`src/dpr_pkg.sv`:
```
package dpr_pkg;

  localparam int COORD_BITS = 12;
  localparam int DISP_W     = 16;
  localparam int DATA_W     = 32;
  localparam int FRAC_BITS  = 16;
  localparam int W_SHIFT    = 28;
  localparam int DISP_SCALE_SHIFT = 4;
  localparam int W_W        = 48;
  localparam int NX_W       = 33;
  localparam int NUM_W      = NX_W + W_SHIFT;
  localparam int Q_W        = 32;
  localparam int REM_W      = W_W + Q_W;
  localparam int N_CELLS    = Q_W;
  localparam int N_LANES    = 3;
  localparam int ADDR_W     = 5;

  localparam logic [DATA_W-1:0] PS_RESET = 32'h0100_0000;
  localparam logic [DATA_W-1:0] SAT_MAX  = 32'h7fff_ffff;
  localparam logic [DATA_W-1:0] SAT_MIN  = 32'h8000_0000;

  typedef enum logic [2:0] {
    REG_X_OFFSET  = 3'd0,
    REG_Y_OFFSET  = 3'd1,
    REG_FOCAL     = 3'd2,
    REG_INV_BASE  = 3'd3,
    REG_PRIN_SHFT = 3'd4
  } dpr_reg_e;

  typedef struct packed {
    logic [DATA_W-1:0] x_offset;
    logic [DATA_W-1:0] y_offset;
    logic [DATA_W-1:0] focal_length;
    logic [DATA_W-1:0] inverse_baseline;
    logic [DATA_W-1:0] principal_shift;
  } dpr_cfg_t;

  typedef struct packed {
    logic [REM_W-1:0] rem;
    logic [Q_W-1:0]   quo;
    logic             neg;
    logic             ov;
  } dpr_lane_t;

  typedef struct packed {
    logic                      inf;
    logic [W_W-1:0]            dvs;
    dpr_lane_t [N_LANES-1:0]   lane;
  } dpr_cell_t;

endpackage

```
`src/dpr_cell.sv`:
```
module dpr_cell (
  input  logic               clk_i,
  input  logic               rst_ni,
  input  logic               en_i,
  input  logic               vld_i,
  input  dpr_pkg::dpr_cell_t data_i,
  output logic               vld_o,
  output dpr_pkg::dpr_cell_t data_o
);
  import dpr_pkg::*;

  logic      vld_q;
  dpr_cell_t data_q, data_d;

  // one restoring step per lane, divisor aligned to the top quotient bit
  always_comb begin
    logic [REM_W-1:0] dd;
    logic             ge;
    logic [REM_W-1:0] r;
    dd = REM_W'(data_i.dvs) << (Q_W - 1);
    data_d = data_i;
    for (int i = 0; i < N_LANES; i++) begin
      ge = data_i.lane[i].rem >= dd;
      r  = ge ? data_i.lane[i].rem - dd : data_i.lane[i].rem;
      data_d.lane[i].rem = r << 1;
      data_d.lane[i].quo = {data_i.lane[i].quo[Q_W-2:0], ge};
    end
  end

  always_ff @(posedge clk_i or negedge rst_ni) begin
    if (!rst_ni) begin
      vld_q <= 1'b0;
    end else if (en_i) begin
      vld_q <= vld_i;
    end
  end

  always_ff @(posedge clk_i) begin
    if (en_i) begin
      data_q <= data_d;
    end
  end

  assign vld_o  = vld_q;
  assign data_o = data_q;

endmodule

```
`config.mk`:
```
export PLATFORM = sky130hd
export DESIGN_NAME = dpr_cell
export DESIGN_NICKNAME = d
export VERILOG_FILES = /design/src/dpr_pkg.sv /design/src/dpr_cell.sv
export SDC_FILE = /design/constraint.sdc
export NUM_CORES = 1
export LEC_CHECK = 0
export ABC_CLOCK_PERIOD_IN_PS = 800
export BUFFER_PORTS_ARGS = -buffer_cell sky130_fd_sc_hd__buf_4
export CORE_AREA = 4 4 308 310
export CTS_CLUSTER_DIAMETER = 60
export DETAILED_ROUTE_END_ITERATION = 16
export DIE_AREA = 0 0 312 314
export HOLD_SLACK_MARGIN = 0.1
export PLACE_DENSITY = 0.55
export SYNTH_ARGS = -nofsm -noshare
export SYNTH_HDL_FRONTEND = slang
export SYNTH_SLANG_ARGS = --single-unit
```
`constraint.sdc`:
```
create_clock -name clk_i -period 0.8 [get_ports clk_i]
set_input_delay 0.04 -clock clk_i [delete_from_list [all_inputs] [get_ports clk_i]]
set_output_delay 0.04 -clock clk_i [all_outputs]
set_load 0.02 [all_outputs]
```
==> run_results.csv <==
group,metric,value,unit
critical_path,cpPeakStageDelay,0.30,ns
pwr,cellInternalPower,55.86,mW
hold_path,min_path_type,"input pin to register",
timing,hold_viol,18,
grt,track_usage,21.71,%
synthesis,synth_top_area_cell,"edfxtp_1",
routing,viasPerCell,4.570,
critical_path,path_delay_family,"buffers and inverters",
layout,multi_input_area,11480,sq um
routing,route.detailed.drc,0,
grt,gr-total-overflow,0,
clock_tree,cts_buffer_depth,3,
synthesis,ys_types,78,
critical_path,path_common_cell,"buf_4",
routing,first_pass_iters,5,
floorplan,fp.dieH,314,um
floorplan,ios,787,
routing,vias,23340,
clock_tree,cts_tree,"done",
critical_path,cp-end-kind,"register",
floorplan,rows,111,
timing,worstMarginPinSlew,0.5191,ns
synthesis,syn-cell-area,22010,sq um
floorplan,core,91660,sq um
grt,grt_antenna_before_repair,20,
clock_tree,numCtsBuffers,56,
pwr,seq_power_share,32.6,%
timing,skew,0,ns
pwr,pwr-share-clk,31.2,%
timing,fin_ws,-1.662,ns
critical_path,ff2ff_path_depth,1,
timing,min_period,2.462,ns
hold_path,holdPathStages,3,
pwr,p_leak,19.71,nW
critical_path,slowest_stage,"mux2_4",
layout,area_delta_synth_final,103.9,%
grt,grt_pass1_wl,160.0,mm
pwr,p_sw,25.26,mW
synthesis,synth_edf_count,388,
timing,timing.fmax,406.1,MHz
pwr,power.total,81.12,mW
layout,layout-drive-gt1-share,50.95,%
placed_design,dpl.hpwl,86.24,mm
clock_tree,htreeDepth,2,
floorplan,dieArea,97970,sq um
timing,rsz0062_at_grt,"yes",
pwr,netSwitchingFraction,31.14,%
hold_path,holdPathEnd,"data_o[182]",
synthesis,synth_ff_type,"edfxtp_1",
critical_path,crit_buf_inv,9,
timing,whs,-0.2944,ns
layout,postLayoutCellArea,44860,sq um
timing,timing.slew.headroom,65.03,%
layout,n_fill_cell,8069,
clock_tree,clock_latency,0.64,ns
critical_path,crit_path_start_kind,"input pin",
pwr,comb_power_share,36.2,%
synthesis,synth_cells,1945,
timing,setup_viol_count_final,935,
synthesis,syn_avg_cell_area,11.31,sq um
outcome,status,"finished with violations",
placed_design,placed_area,35280,sq um
pwr,vdd_ir_drop_max,0.001703,V
synthesis,synth_top_cell_area_share,52.94,%
critical_path,rrSetupSlack,0.02,ns
layout,seq_area,11680,sq um
critical_path,path_max_fanout,8,
timing,maxSlewViolCount,0,
job,cap_violations,0,
routing,ant_nets,0,
clock_tree,cts_sinks,389,
floorplan,die-width,312,um
synthesis,ys_ff_latch,389,
routing,drt_iter0_drc,1411,
timing,finalCritPeriodShare,307.8,%
pwr,power_density,1808,nW/um^2
critical_path,path_depth,20,
grt,grt_pass1_vias,24510,
layout,nets,4401,
placed_design,routabilityCongestion,0.9121,
hold_path,min-delay-start,"data_i[181]",
critical_path,cp_data_required_time,1.17,ns
critical_path,reg2reg_to,"vld_o",
routing,drt-total-wl,111.1,mm
floorplan,initial_core_util,24.01,%
synthesis,seq_area_frac_synth,53.06,%
critical_path,arrival,2.83,ns
synthesis,synthTopCellsByArea,"edfxtp_1 53%, ha_1 8.2%, a21oi_1 4.4%",
grt,grt_max_degree,31,
synthesis,yosys_warnings,0,
critical_path,critPathKind,"input pin to register",
clock_tree,path_clk_slew,0.06,ns
synthesis,async_flop_share,0.2571,%
critical_path,cp_cell_sequence,"buf_8 -> clkinvlp_4 -> buf_6 -> ha_4 -> nand4_1 -> buf_4 -> nor2_4 -> nand4_1 -> nor3_2 -> buf_4 -> nor3b_4 -> o21ai_2 -> a31oi_1 -> buf_4 -> o21bai_4 -> a21oi_4 -> buf_12 -> buf_12 -> buf_16 -> mux2_4",
placed_design,portBuffers,780,
clock_tree,root_buffer,"clkbuf_16",
critical_path,r2r-start,"vld_o",
outcome,violations,"hold timing, setup timing",
routing,wl_per_cell,21.76,um
what timing repair did:
item	in CTS	in global routing
setup buffers	59	2
gates resized for setup	730	32
pin swaps	119	18
cloned	15	0
hold endpoints to repair	776	51
setup endpoints to repair	536	936
hold buffers	360	24
worst max-delay path by stage:
stage | start | end | slack, ns
3_5_place_dp | data_i[345] | data_o[298] | -2.64
3_3_place_gp | data_i[345] | data_o[297] | -2.56
5_1_grt | data_i[348] | data_o[337] | -1.78
6_report | data_i[344] | data_o[319] | -1.66
2_1_floorplan | data_i[344] | data_o[337] | -1.81
4_1_cts | data_i[344] | data_o[329] | -1.66
placed cells by master (no fill, tap or decap), drive strengths merged, types with 5 or more instances in the layout:
| cell type | n |
|---|---|
| nand3 | 27 |
| diode | 14 |
| or2 | 8 |
| a21oi | 195 |
| a31o | 6 |
| nor2b | 15 |
| o211ai | 16 |
| xor2 | 52 |
| edfxtp | 388 |
| nor2 | 118 |
| nor3 | 22 |
| a221oi | 7 |
| buf | 1548 |
| a211oi | 15 |
| o31ai | 10 |
| a31oi | 19 |
| o21a | 19 |
| dlygate4sd3 | 384 |
| ha | 144 |
| o21ai | 130 |
| and2 | 6 |
| bufinv | 5 |
| mux2 | 70 |
| inv | 96 |
| nand2 | 157 |
| or3 | 8 |
| clkinv | 22 |
| and3 | 10 |
| o21bai | 21 |
| nor4 | 25 |
| a21boi | 8 |
| a311oi | 5 |
| xnor2 | 80 |
| nand2b | 14 |
| clkinvlp | 9 |
| clkbuf | 62 |
| nand4 | 47 |
| a21o | 83 |
sequential cells by signal, summed over array words and instances, names as in the netlist:
name and cells:
vld_o 1, data_o 388
metal layers:
| layer | vias to the layer above | global-route usage [%] | share of wire (%) |
|---|---|---|---|
| met2 | 714 | 38.26 | 49 |
| met5 | - | 0 | 0.031 |
| li1 | 11210 | - | - |
| met3 | 179 | 4.977 | 6.2 |
| met4 | 6 | 9.275 | 4.7 |
| met1 | 11230 | 25.36 | 40 |
power groups by stage:
stage | combinational (mW) | sequential [mW] | clock (mW)
after floorplan | 8.40 | 29.2 | 0
after global placement | 23.9 | 26.3 | 0
after detailed placement | 24.0 | 26.4 | 0
after CTS | 29.2 | 26.4 | 25.8
after global routing | 31.2 | 26.6 | 26.7
final | 29.4 | 26.4 | 25.3
per-stage QoR:
step / util [%] / cells / setup WS (ns) / TNS [ns]
2_1_floorplan: - / 1947 / -1.811 / -248.02
3_3_place_gp: 38.49 / 4534 / -2.560 / -381.58
3_5_place_dp: 38.49 / 4534 / -2.641 / -391.88
4_1_cts: 48.51 / 5067 / -1.663 / -475.24
5_1_grt: 48.93 / 5100 / -1.775 / -515.19
6_report: 48.94 / 5106 / -1.662 / -479.15
synthesized netlist by cell type (all sizes together), types with 3 or more instances:
cell type,count
nor4,25
clkbuf,59
o211ai,16
a211oi,15
nand2b,14
o41ai,3
ha,144
a221o,3
o21a,19
mux2i,4
a221oi,7
nand2,157
edfxtp,388
a21oi,195
or3,8
nor3b,3
nand3,27
fa,3
or2,8
a31o,6
nor2,118
o31ai,10
nand4,47
a21o,83
nor4b,3
o211a,3
a31oi,19
nor3,22
mux2,70
xor2,52
o21bai,21
a21boi,8
o2111ai,3
and2,6
inv,89
buf,19
o21ai,130
a211o,3
and3,10
nor2b,15
xnor2,80
a311oi,5
area by class of cell:
type	count	share of cell area, %
Clock buffer	62	3.269
Clock inverter	43	0.9343
Timing Repair Buffer	1932	39.91
Sequential cell	389	26.03
Multi-Input combinational cell	1391	25.58
Inverter	89	0.8924
Tap cell	1186	3.308
Antenna cell	14	0.07809
logic make-up after synthesis:
logic type,count (synthesis),share of synthesized area (%)
muxes,74,3.764
xor gates and xnor gates,132,5.253
other,1,0.01704
adders and majority gates,147,8.460
AOI/OAI and AO/OA,567,16.38
buffers and inverters,167,3.030
and+or+nand+nor,468,10.04
DFF,389,53.06
Power figures use the tool's default switching activity.
