<file path="config.mk">
export PLATFORM = sky130hd
export DESIGN_NAME = dpr_front
export DESIGN_NICKNAME = d
export VERILOG_FILES = /design/src/dpr_pkg.sv /design/src/dpr_front.sv
export SDC_FILE = /design/constraint.sdc
export NUM_CORES = 2
export LEC_CHECK = 0
export ABC_AREA = 1
export BUFFER_PORTS_ARGS = -buffer_cell sky130_fd_sc_hd__buf_2
export CORE_AREA = 2 2 362 364
export DETAILED_ROUTE_END_ITERATION = 8
export DIE_AREA = 0 0 364 366
export HOLD_SLACK_MARGIN = 0.02
export PLACE_DENSITY = 0.58
export SLEW_MARGIN = 20
export SYNTH_ARGS = -nofsm -noshare
export SYNTH_HDL_FRONTEND = slang
export SYNTH_SLANG_ARGS = --single-unit
export TNS_END_PERCENT = 20
</file>
<file path="constraint.sdc">
create_clock -name clk_i -period 15.25 [get_ports clk_i]
set_input_delay 1.525 -clock clk_i [delete_from_list [all_inputs] [get_ports clk_i]]
set_output_delay 1.525 -clock clk_i [all_outputs]
set_load 0.005 [all_outputs]
</file>
<file path="src/dpr_pkg.sv">
package dpr_pkg;

  localparam int COORD_BITS = 12;
  localparam int DISP_W     = 16;
  localparam int DATA_W     = 32;
  localparam int FRAC_BITS  = 16;
  localparam int W_SHIFT    = 28;
  localparam int DISP_SCALE_SHIFT = 4;
  localparam int W_W        = 48;
  localparam int NX_W       = 33;
  localparam int NUM_W      = NX_W + W_SHIFT;
  localparam int Q_W        = 32;
  localparam int REM_W      = W_W + Q_W;
  localparam int N_CELLS    = Q_W;
  localparam int N_LANES    = 3;
  localparam int ADDR_W     = 5;

  localparam logic [DATA_W-1:0] PS_RESET = 32'h0100_0000;
  localparam logic [DATA_W-1:0] SAT_MAX  = 32'h7fff_ffff;
  localparam logic [DATA_W-1:0] SAT_MIN  = 32'h8000_0000;

  typedef enum logic [2:0] {
    REG_X_OFFSET  = 3'd0,
    REG_Y_OFFSET  = 3'd1,
    REG_FOCAL     = 3'd2,
    REG_INV_BASE  = 3'd3,
    REG_PRIN_SHFT = 3'd4
  } dpr_reg_e;

  typedef struct packed {
    logic [DATA_W-1:0] x_offset;
    logic [DATA_W-1:0] y_offset;
    logic [DATA_W-1:0] focal_length;
    logic [DATA_W-1:0] inverse_baseline;
    logic [DATA_W-1:0] principal_shift;
  } dpr_cfg_t;

  typedef struct packed {
    logic [REM_W-1:0] rem;
    logic [Q_W-1:0]   quo;
    logic             neg;
    logic             ov;
  } dpr_lane_t;

  typedef struct packed {
    logic                      inf;
    logic [W_W-1:0]            dvs;
    dpr_lane_t [N_LANES-1:0]   lane;
  } dpr_cell_t;

endpackage

</file>
<file path="src/dpr_front.sv">
module dpr_front (
  input  logic                         clk_i,
  input  logic                         rst_ni,
  input  logic                         en_i,
  input  logic                         vld_i,
  input  logic [dpr_pkg::COORD_BITS-1:0] column_i,
  input  logic [dpr_pkg::COORD_BITS-1:0] row_i,
  input  logic [dpr_pkg::DISP_W-1:0]   disparity_raw_i,
  input  dpr_pkg::dpr_cfg_t            cfg_i,
  output logic                         vld_o,
  output dpr_pkg::dpr_cell_t           data_o
);
  import dpr_pkg::*;

  logic                  a_vld_q;
  logic [COORD_BITS-1:0] a_x_q, a_y_q;
  logic signed [DISP_W-1:0] a_disp_q;
  logic                  b_vld_q;
  logic signed [W_W-1:0] b_w_q;
  logic signed [NX_W-1:0] b_nx_q, b_ny_q;
  logic                  c_vld_q;
  dpr_cell_t             c_data_q;

  logic signed [W_W-1:0]  prod, ps_ext, w_d;
  logic signed [NX_W-1:0] nx_d, ny_d;
  logic [W_W-1:0]         dvs;
  logic [NX_W-1:0]        mag [N_LANES];
  logic                   sgn [N_LANES];
  dpr_cell_t              c_data_d;

  // stage b: weight and numerators
  assign prod   = $signed(cfg_i.inverse_baseline) * a_disp_q;
  assign ps_ext = W_W'($signed(cfg_i.principal_shift));
  assign w_d    = prod + (ps_ext <<< DISP_SCALE_SHIFT);
  assign nx_d   = $signed({{(NX_W-COORD_BITS-FRAC_BITS){1'b0}}, a_x_q, {FRAC_BITS{1'b0}}})
                + NX_W'($signed(cfg_i.x_offset));
  assign ny_d   = $signed({{(NX_W-COORD_BITS-FRAC_BITS){1'b0}}, a_y_q, {FRAC_BITS{1'b0}}})
                + NX_W'($signed(cfg_i.y_offset));

  // stage c: magnitudes, signs and overflow check
  always_comb begin
    logic signed [NX_W-1:0] fz;
    logic [REM_W-1:0]       num;
    fz = NX_W'($signed(cfg_i.focal_length));
    dvs = b_w_q[W_W-1] ? W_W'(-b_w_q) : W_W'(b_w_q);
    mag[0] = b_nx_q[NX_W-1] ? NX_W'(-b_nx_q) : NX_W'(b_nx_q);
    mag[1] = b_ny_q[NX_W-1] ? NX_W'(-b_ny_q) : NX_W'(b_ny_q);
    mag[2] = fz[NX_W-1] ? NX_W'(-fz) : NX_W'(fz);
    sgn[0] = b_nx_q[NX_W-1];
    sgn[1] = b_ny_q[NX_W-1];
    sgn[2] = fz[NX_W-1];
    c_data_d.inf = (b_w_q == '0);
    c_data_d.dvs = dvs;
    for (int i = 0; i < N_LANES; i++) begin
      num = REM_W'({mag[i], {W_SHIFT{1'b0}}});
      c_data_d.lane[i].rem = num;
      c_data_d.lane[i].quo = '0;
      c_data_d.lane[i].neg = sgn[i] ^ b_w_q[W_W-1];
      c_data_d.lane[i].ov  = (num >= (REM_W'(dvs) << Q_W)) && (mag[i] != '0);
    end
  end

  // valid bits
  always_ff @(posedge clk_i or negedge rst_ni) begin
    if (!rst_ni) begin
      a_vld_q <= 1'b0;
      b_vld_q <= 1'b0;
      c_vld_q <= 1'b0;
    end else if (en_i) begin
      a_vld_q <= vld_i && !disparity_raw_i[DISP_W-1] && (disparity_raw_i != '0);
      b_vld_q <= a_vld_q;
      c_vld_q <= b_vld_q;
    end
  end

  // payload
  always_ff @(posedge clk_i) begin
    if (en_i) begin
      a_x_q    <= column_i;
      a_y_q    <= row_i;
      a_disp_q <= $signed(disparity_raw_i);
      b_w_q    <= w_d;
      b_nx_q   <= nx_d;
      b_ny_q   <= ny_d;
      c_data_q <= c_data_d;
    end
  end

  assign vld_o  = c_vld_q;
  assign data_o = c_data_q;

endmodule

</file>
==> summary.md <==
| Metric | Value |
|---|---|
| Run status | `complete, no violations` |
| Clock skew | `0.0212 ns` |
| Syn Area/Cell | `8.62 um^2` |
| Syn Inst Count | `4471` |
| Unrepaired setup endpoints after global routing | `false` |
| Congestion Overflow GR | `0` |
| Asr flop ratio synth | `0.00965` |
| Setup TNS | `0 ns` |
| CTS clk-pin slew, worst paths | `0.06 ns` |
| PostCTS Resize Cnt | `0` |
| Worst reg2reg path startpoint | `a_disp_q[3]` |
| Netlist cell types | `60` |
| Setup Viol. Count Final | `0` |
| Via count | `29000` |
| Critical path type | `primary input to register` |
| WP data required | `15.57 ns` |
| Synth Area in XOR/XNOR | `0.0438` |
| Synth warn | `0` |
| NumNets Final | `5726` |
| TritonCTS clock tree | `done` |
| First-pass GRT wire length | `179000 um` |
| Slew headroom | `0.326` |
| Post-synth EDFFs | `308` |
| IO Pins | `596` |
| Initial core utilization | `0.299` |
| Post-Synth Simple-Gate Area | `0.162` |
| Antenna Nets Post-Route | `0` |
| Die X | `364 um` |
| Height of the die | `366 um` |
| Critical Path AT | `7.33 ns` |
| Slew @ Worst Pin | `1.01 ns` |
| Count of final hold-check violations | `0` |
| Post-route DRC | `0` |
| Commonest non-fill, non-tap cell in the layout | `inv_1` |
| Most frequent cells in the layout | `inv_1 (1021), nand2_1 (912), fa_1 (520)` |
| Overall routing resource usage | `0.175` |
| Drt via density | `4.43` |
| Max-cap violations | `0` |
| Largest net degree at the start of global routing | `107` |
| Post-synthesis adder-cell area fraction | `0.345` |
| Antenna violations before repair | `11` |
| Clock Sinks | `311` |
| Crit Path Max Fanout | `16` |
| Mapped cell area | `38500 um^2` |
| Final cycle utilization of the critical path | `0.460` |
| HP Start | `b_nx_q[0]` |
| Clock Path Buffers | `3` |
| Root Buffer | `clkbuf_16` |
| Placed cell areas | `41300 um^2` |
| Finished layout cell area | `42700 um^2` |
| #FFs+latches synth | `311` |
| Fin crit period | `7.01 ns` |
| Main combinational cell family by area after synthesis | `adder cells` |
| Final Instance Count excl. Fillers | `6549` |
| Total CTS buffers | `40` |
| Port bufs | `358` |
| Area growth from synthesis to layout | `10.9%` |
| Fmax | `143 MHz` |
| Routed len/inst | `17.9 um` |
| Type of destination of the critical path | `register` |
| Compound-gate portion of the synthesized area | `0.0478` |
| Total routed wirelength | `117000 um` |
| Worst Hold Class | `register to register` |
| Placed cells | `6472` |
| Gpl congestion | `0.911` |
| Vias in the first global route | `29900` |
| Seq/Total Area, Yosys | `0.242` |
| Startpoint Class | `primary input` |
| DR pass1 iterations | `6` |
| Reg2reg setup slack | `8.74 ns` |
| Core Region | `129000 um^2` |
| Share of layout cells above drive strength 1 | `0.110` |
| Worst setup startpoint | `cfg_i[40]` |
| H-tree levels | `2` |
| CTS Hold Bufs | `0` |
| Worst-Skew Late Latency | `0.59 ns` |
| Main synth FF type | `edfxtp_1` |
| Post-detail-place hpwl | `97700 um` |
| Post-synthesis mux area share | `0` |
| Setup bufs post-CTS | `0` |
| Initial DRC count | `2115` |
| Die area | `133000 um^2` |
| # rows | `132` |
| Util after Layout | `0.331` |
| Final number of max-transition violations | `0` |
cells by family after synthesis:
group | Yosys count
compound gates | 327
simple gates | 1491
xor+xnor | 191
fa+ha+maj | 750
buf+inv | 1400
other cells | 1
flops | 311
registers in the layout (all words and copies together) (netlist names):
register / cells
a_x_q: 12
a_vld_q: 1
b_ny_q: 33
b_nx_q: 33
b_vld_q: 1
a_y_q: 12
b_w_q: 48
data_o: 154
vld_o: 1
a_disp_q: 16
synthesized netlist by cell type (4+ instances only):
| cell | count | area (um^2) |
|---|---|---|
| o21a_1 | 10 | 75.1 |
| a21oi_1 | 144 | 721 |
| o211ai_1 | 7 | 52.6 |
| nor2_1 | 322 | 1210 |
| nand3_1 | 105 | 526 |
| o21bai_1 | 5 | 37.5 |
| inv_2 | 17 | 63.8 |
| nand2_1 | 912 | 3420 |
| or2_2 | 7 | 43.8 |
| edfxtp_1 | 308 | 9250 |
| nor2_4 | 10 | 113 |
| nand4_1 | 38 | 238 |
| nand3b_1 | 9 | 67.6 |
| xor2_1 | 142 | 1240 |
| nor3_1 | 31 | 155 |
| xnor2_1 | 47 | 412 |
| buf_2 | 6 | 30.0 |
| o21ai_0 | 88 | 440 |
| nor3_2 | 4 | 40.0 |
| buf_1 | 4 | 15.0 |
| ha_1 | 230 | 2880 |
| buf_4 | 237 | 1780 |
| nor4_1 | 12 | 75.1 |
| a31oi_1 | 18 | 113 |
| o221ai_1 | 6 | 52.6 |
| nor2_2 | 16 | 100 |
| nand3_2 | 7 | 70.1 |
| fa_1 | 520 | 10400 |
| inv_1 | 1021 | 3830 |
| a21o_1 | 5 | 37.5 |
| o21ai_1 | 22 | 110 |
| clkbuf_1 | 114 | 428 |
| a21boi_0 | 4 | 30.0 |
worst paths after layout:
path / cells past startpoint / to
max: 22 / b_w_q[42]
min: 0 / data_o[62]
max reg2reg: 22 / b_w_q[42]
min reg2reg: 0 / data_o[62]
max in group asynchronous: 1 / b_vld_q
min in group asynchronous: 1 / a_vld_q
worst max-delay path, stage by stage:
cell and delay (ns):
buf_2 0.33, nand2_1 0.15, fa_1 0.61, fa_1 0.45, fa_1 0.52, fa_1 0.50
inv_1 0.05, fa_1 0.53, inv_1 0.05, fa_1 0.52, inv_1 0.04, ha_1 0.36
a21oi_1 0.26, inv_1 0.09, a31oi_1 0.19, nand2_1 0.11, a31oi_1 0.30, o21ai_0 0.24
nand3_1 0.12, nand2_1 0.11, a21oi_1 0.17, xnor2_1 0.10
per-layer routing:
layer / global-route usage / share of wire / vias up
li1: - / - / 13700
met2: 0.305 / 0.49 / 999
met1: 0.231 / 0.42 / 14200
met3: 0.0268 / 0.070 / 138
met5: 0 / 0.00046 / -
met4: 0.0308 / 0.016 / 8
stage by stage:
step	worst slack, ns	hold WS [ns]
after CTS	8.28	0.464
after global placement	7.64	0.436
after floorplan	8.16	0.426
after global routing	7.89	0.478
after detailed placement	7.66	0.449
final	8.24	0.462
layout make-up:
type / count / area [um^2]
well taps: 1742 / 2180
diodes: 5 / 12.5
inverters: 1039 / 3900
fillers: 13500 / 86200
flip-flops and latches: 311 / 9320
multi-input cells: 2998 / 24000
clock inverters: 29 / 378
repair buffers: 382 / 1980
clock buffers: 43 / 1010
Power is left out: the tool's default activity adds up to more than one toggle a clock period on the data nets, which glitch-free logic cannot reach.
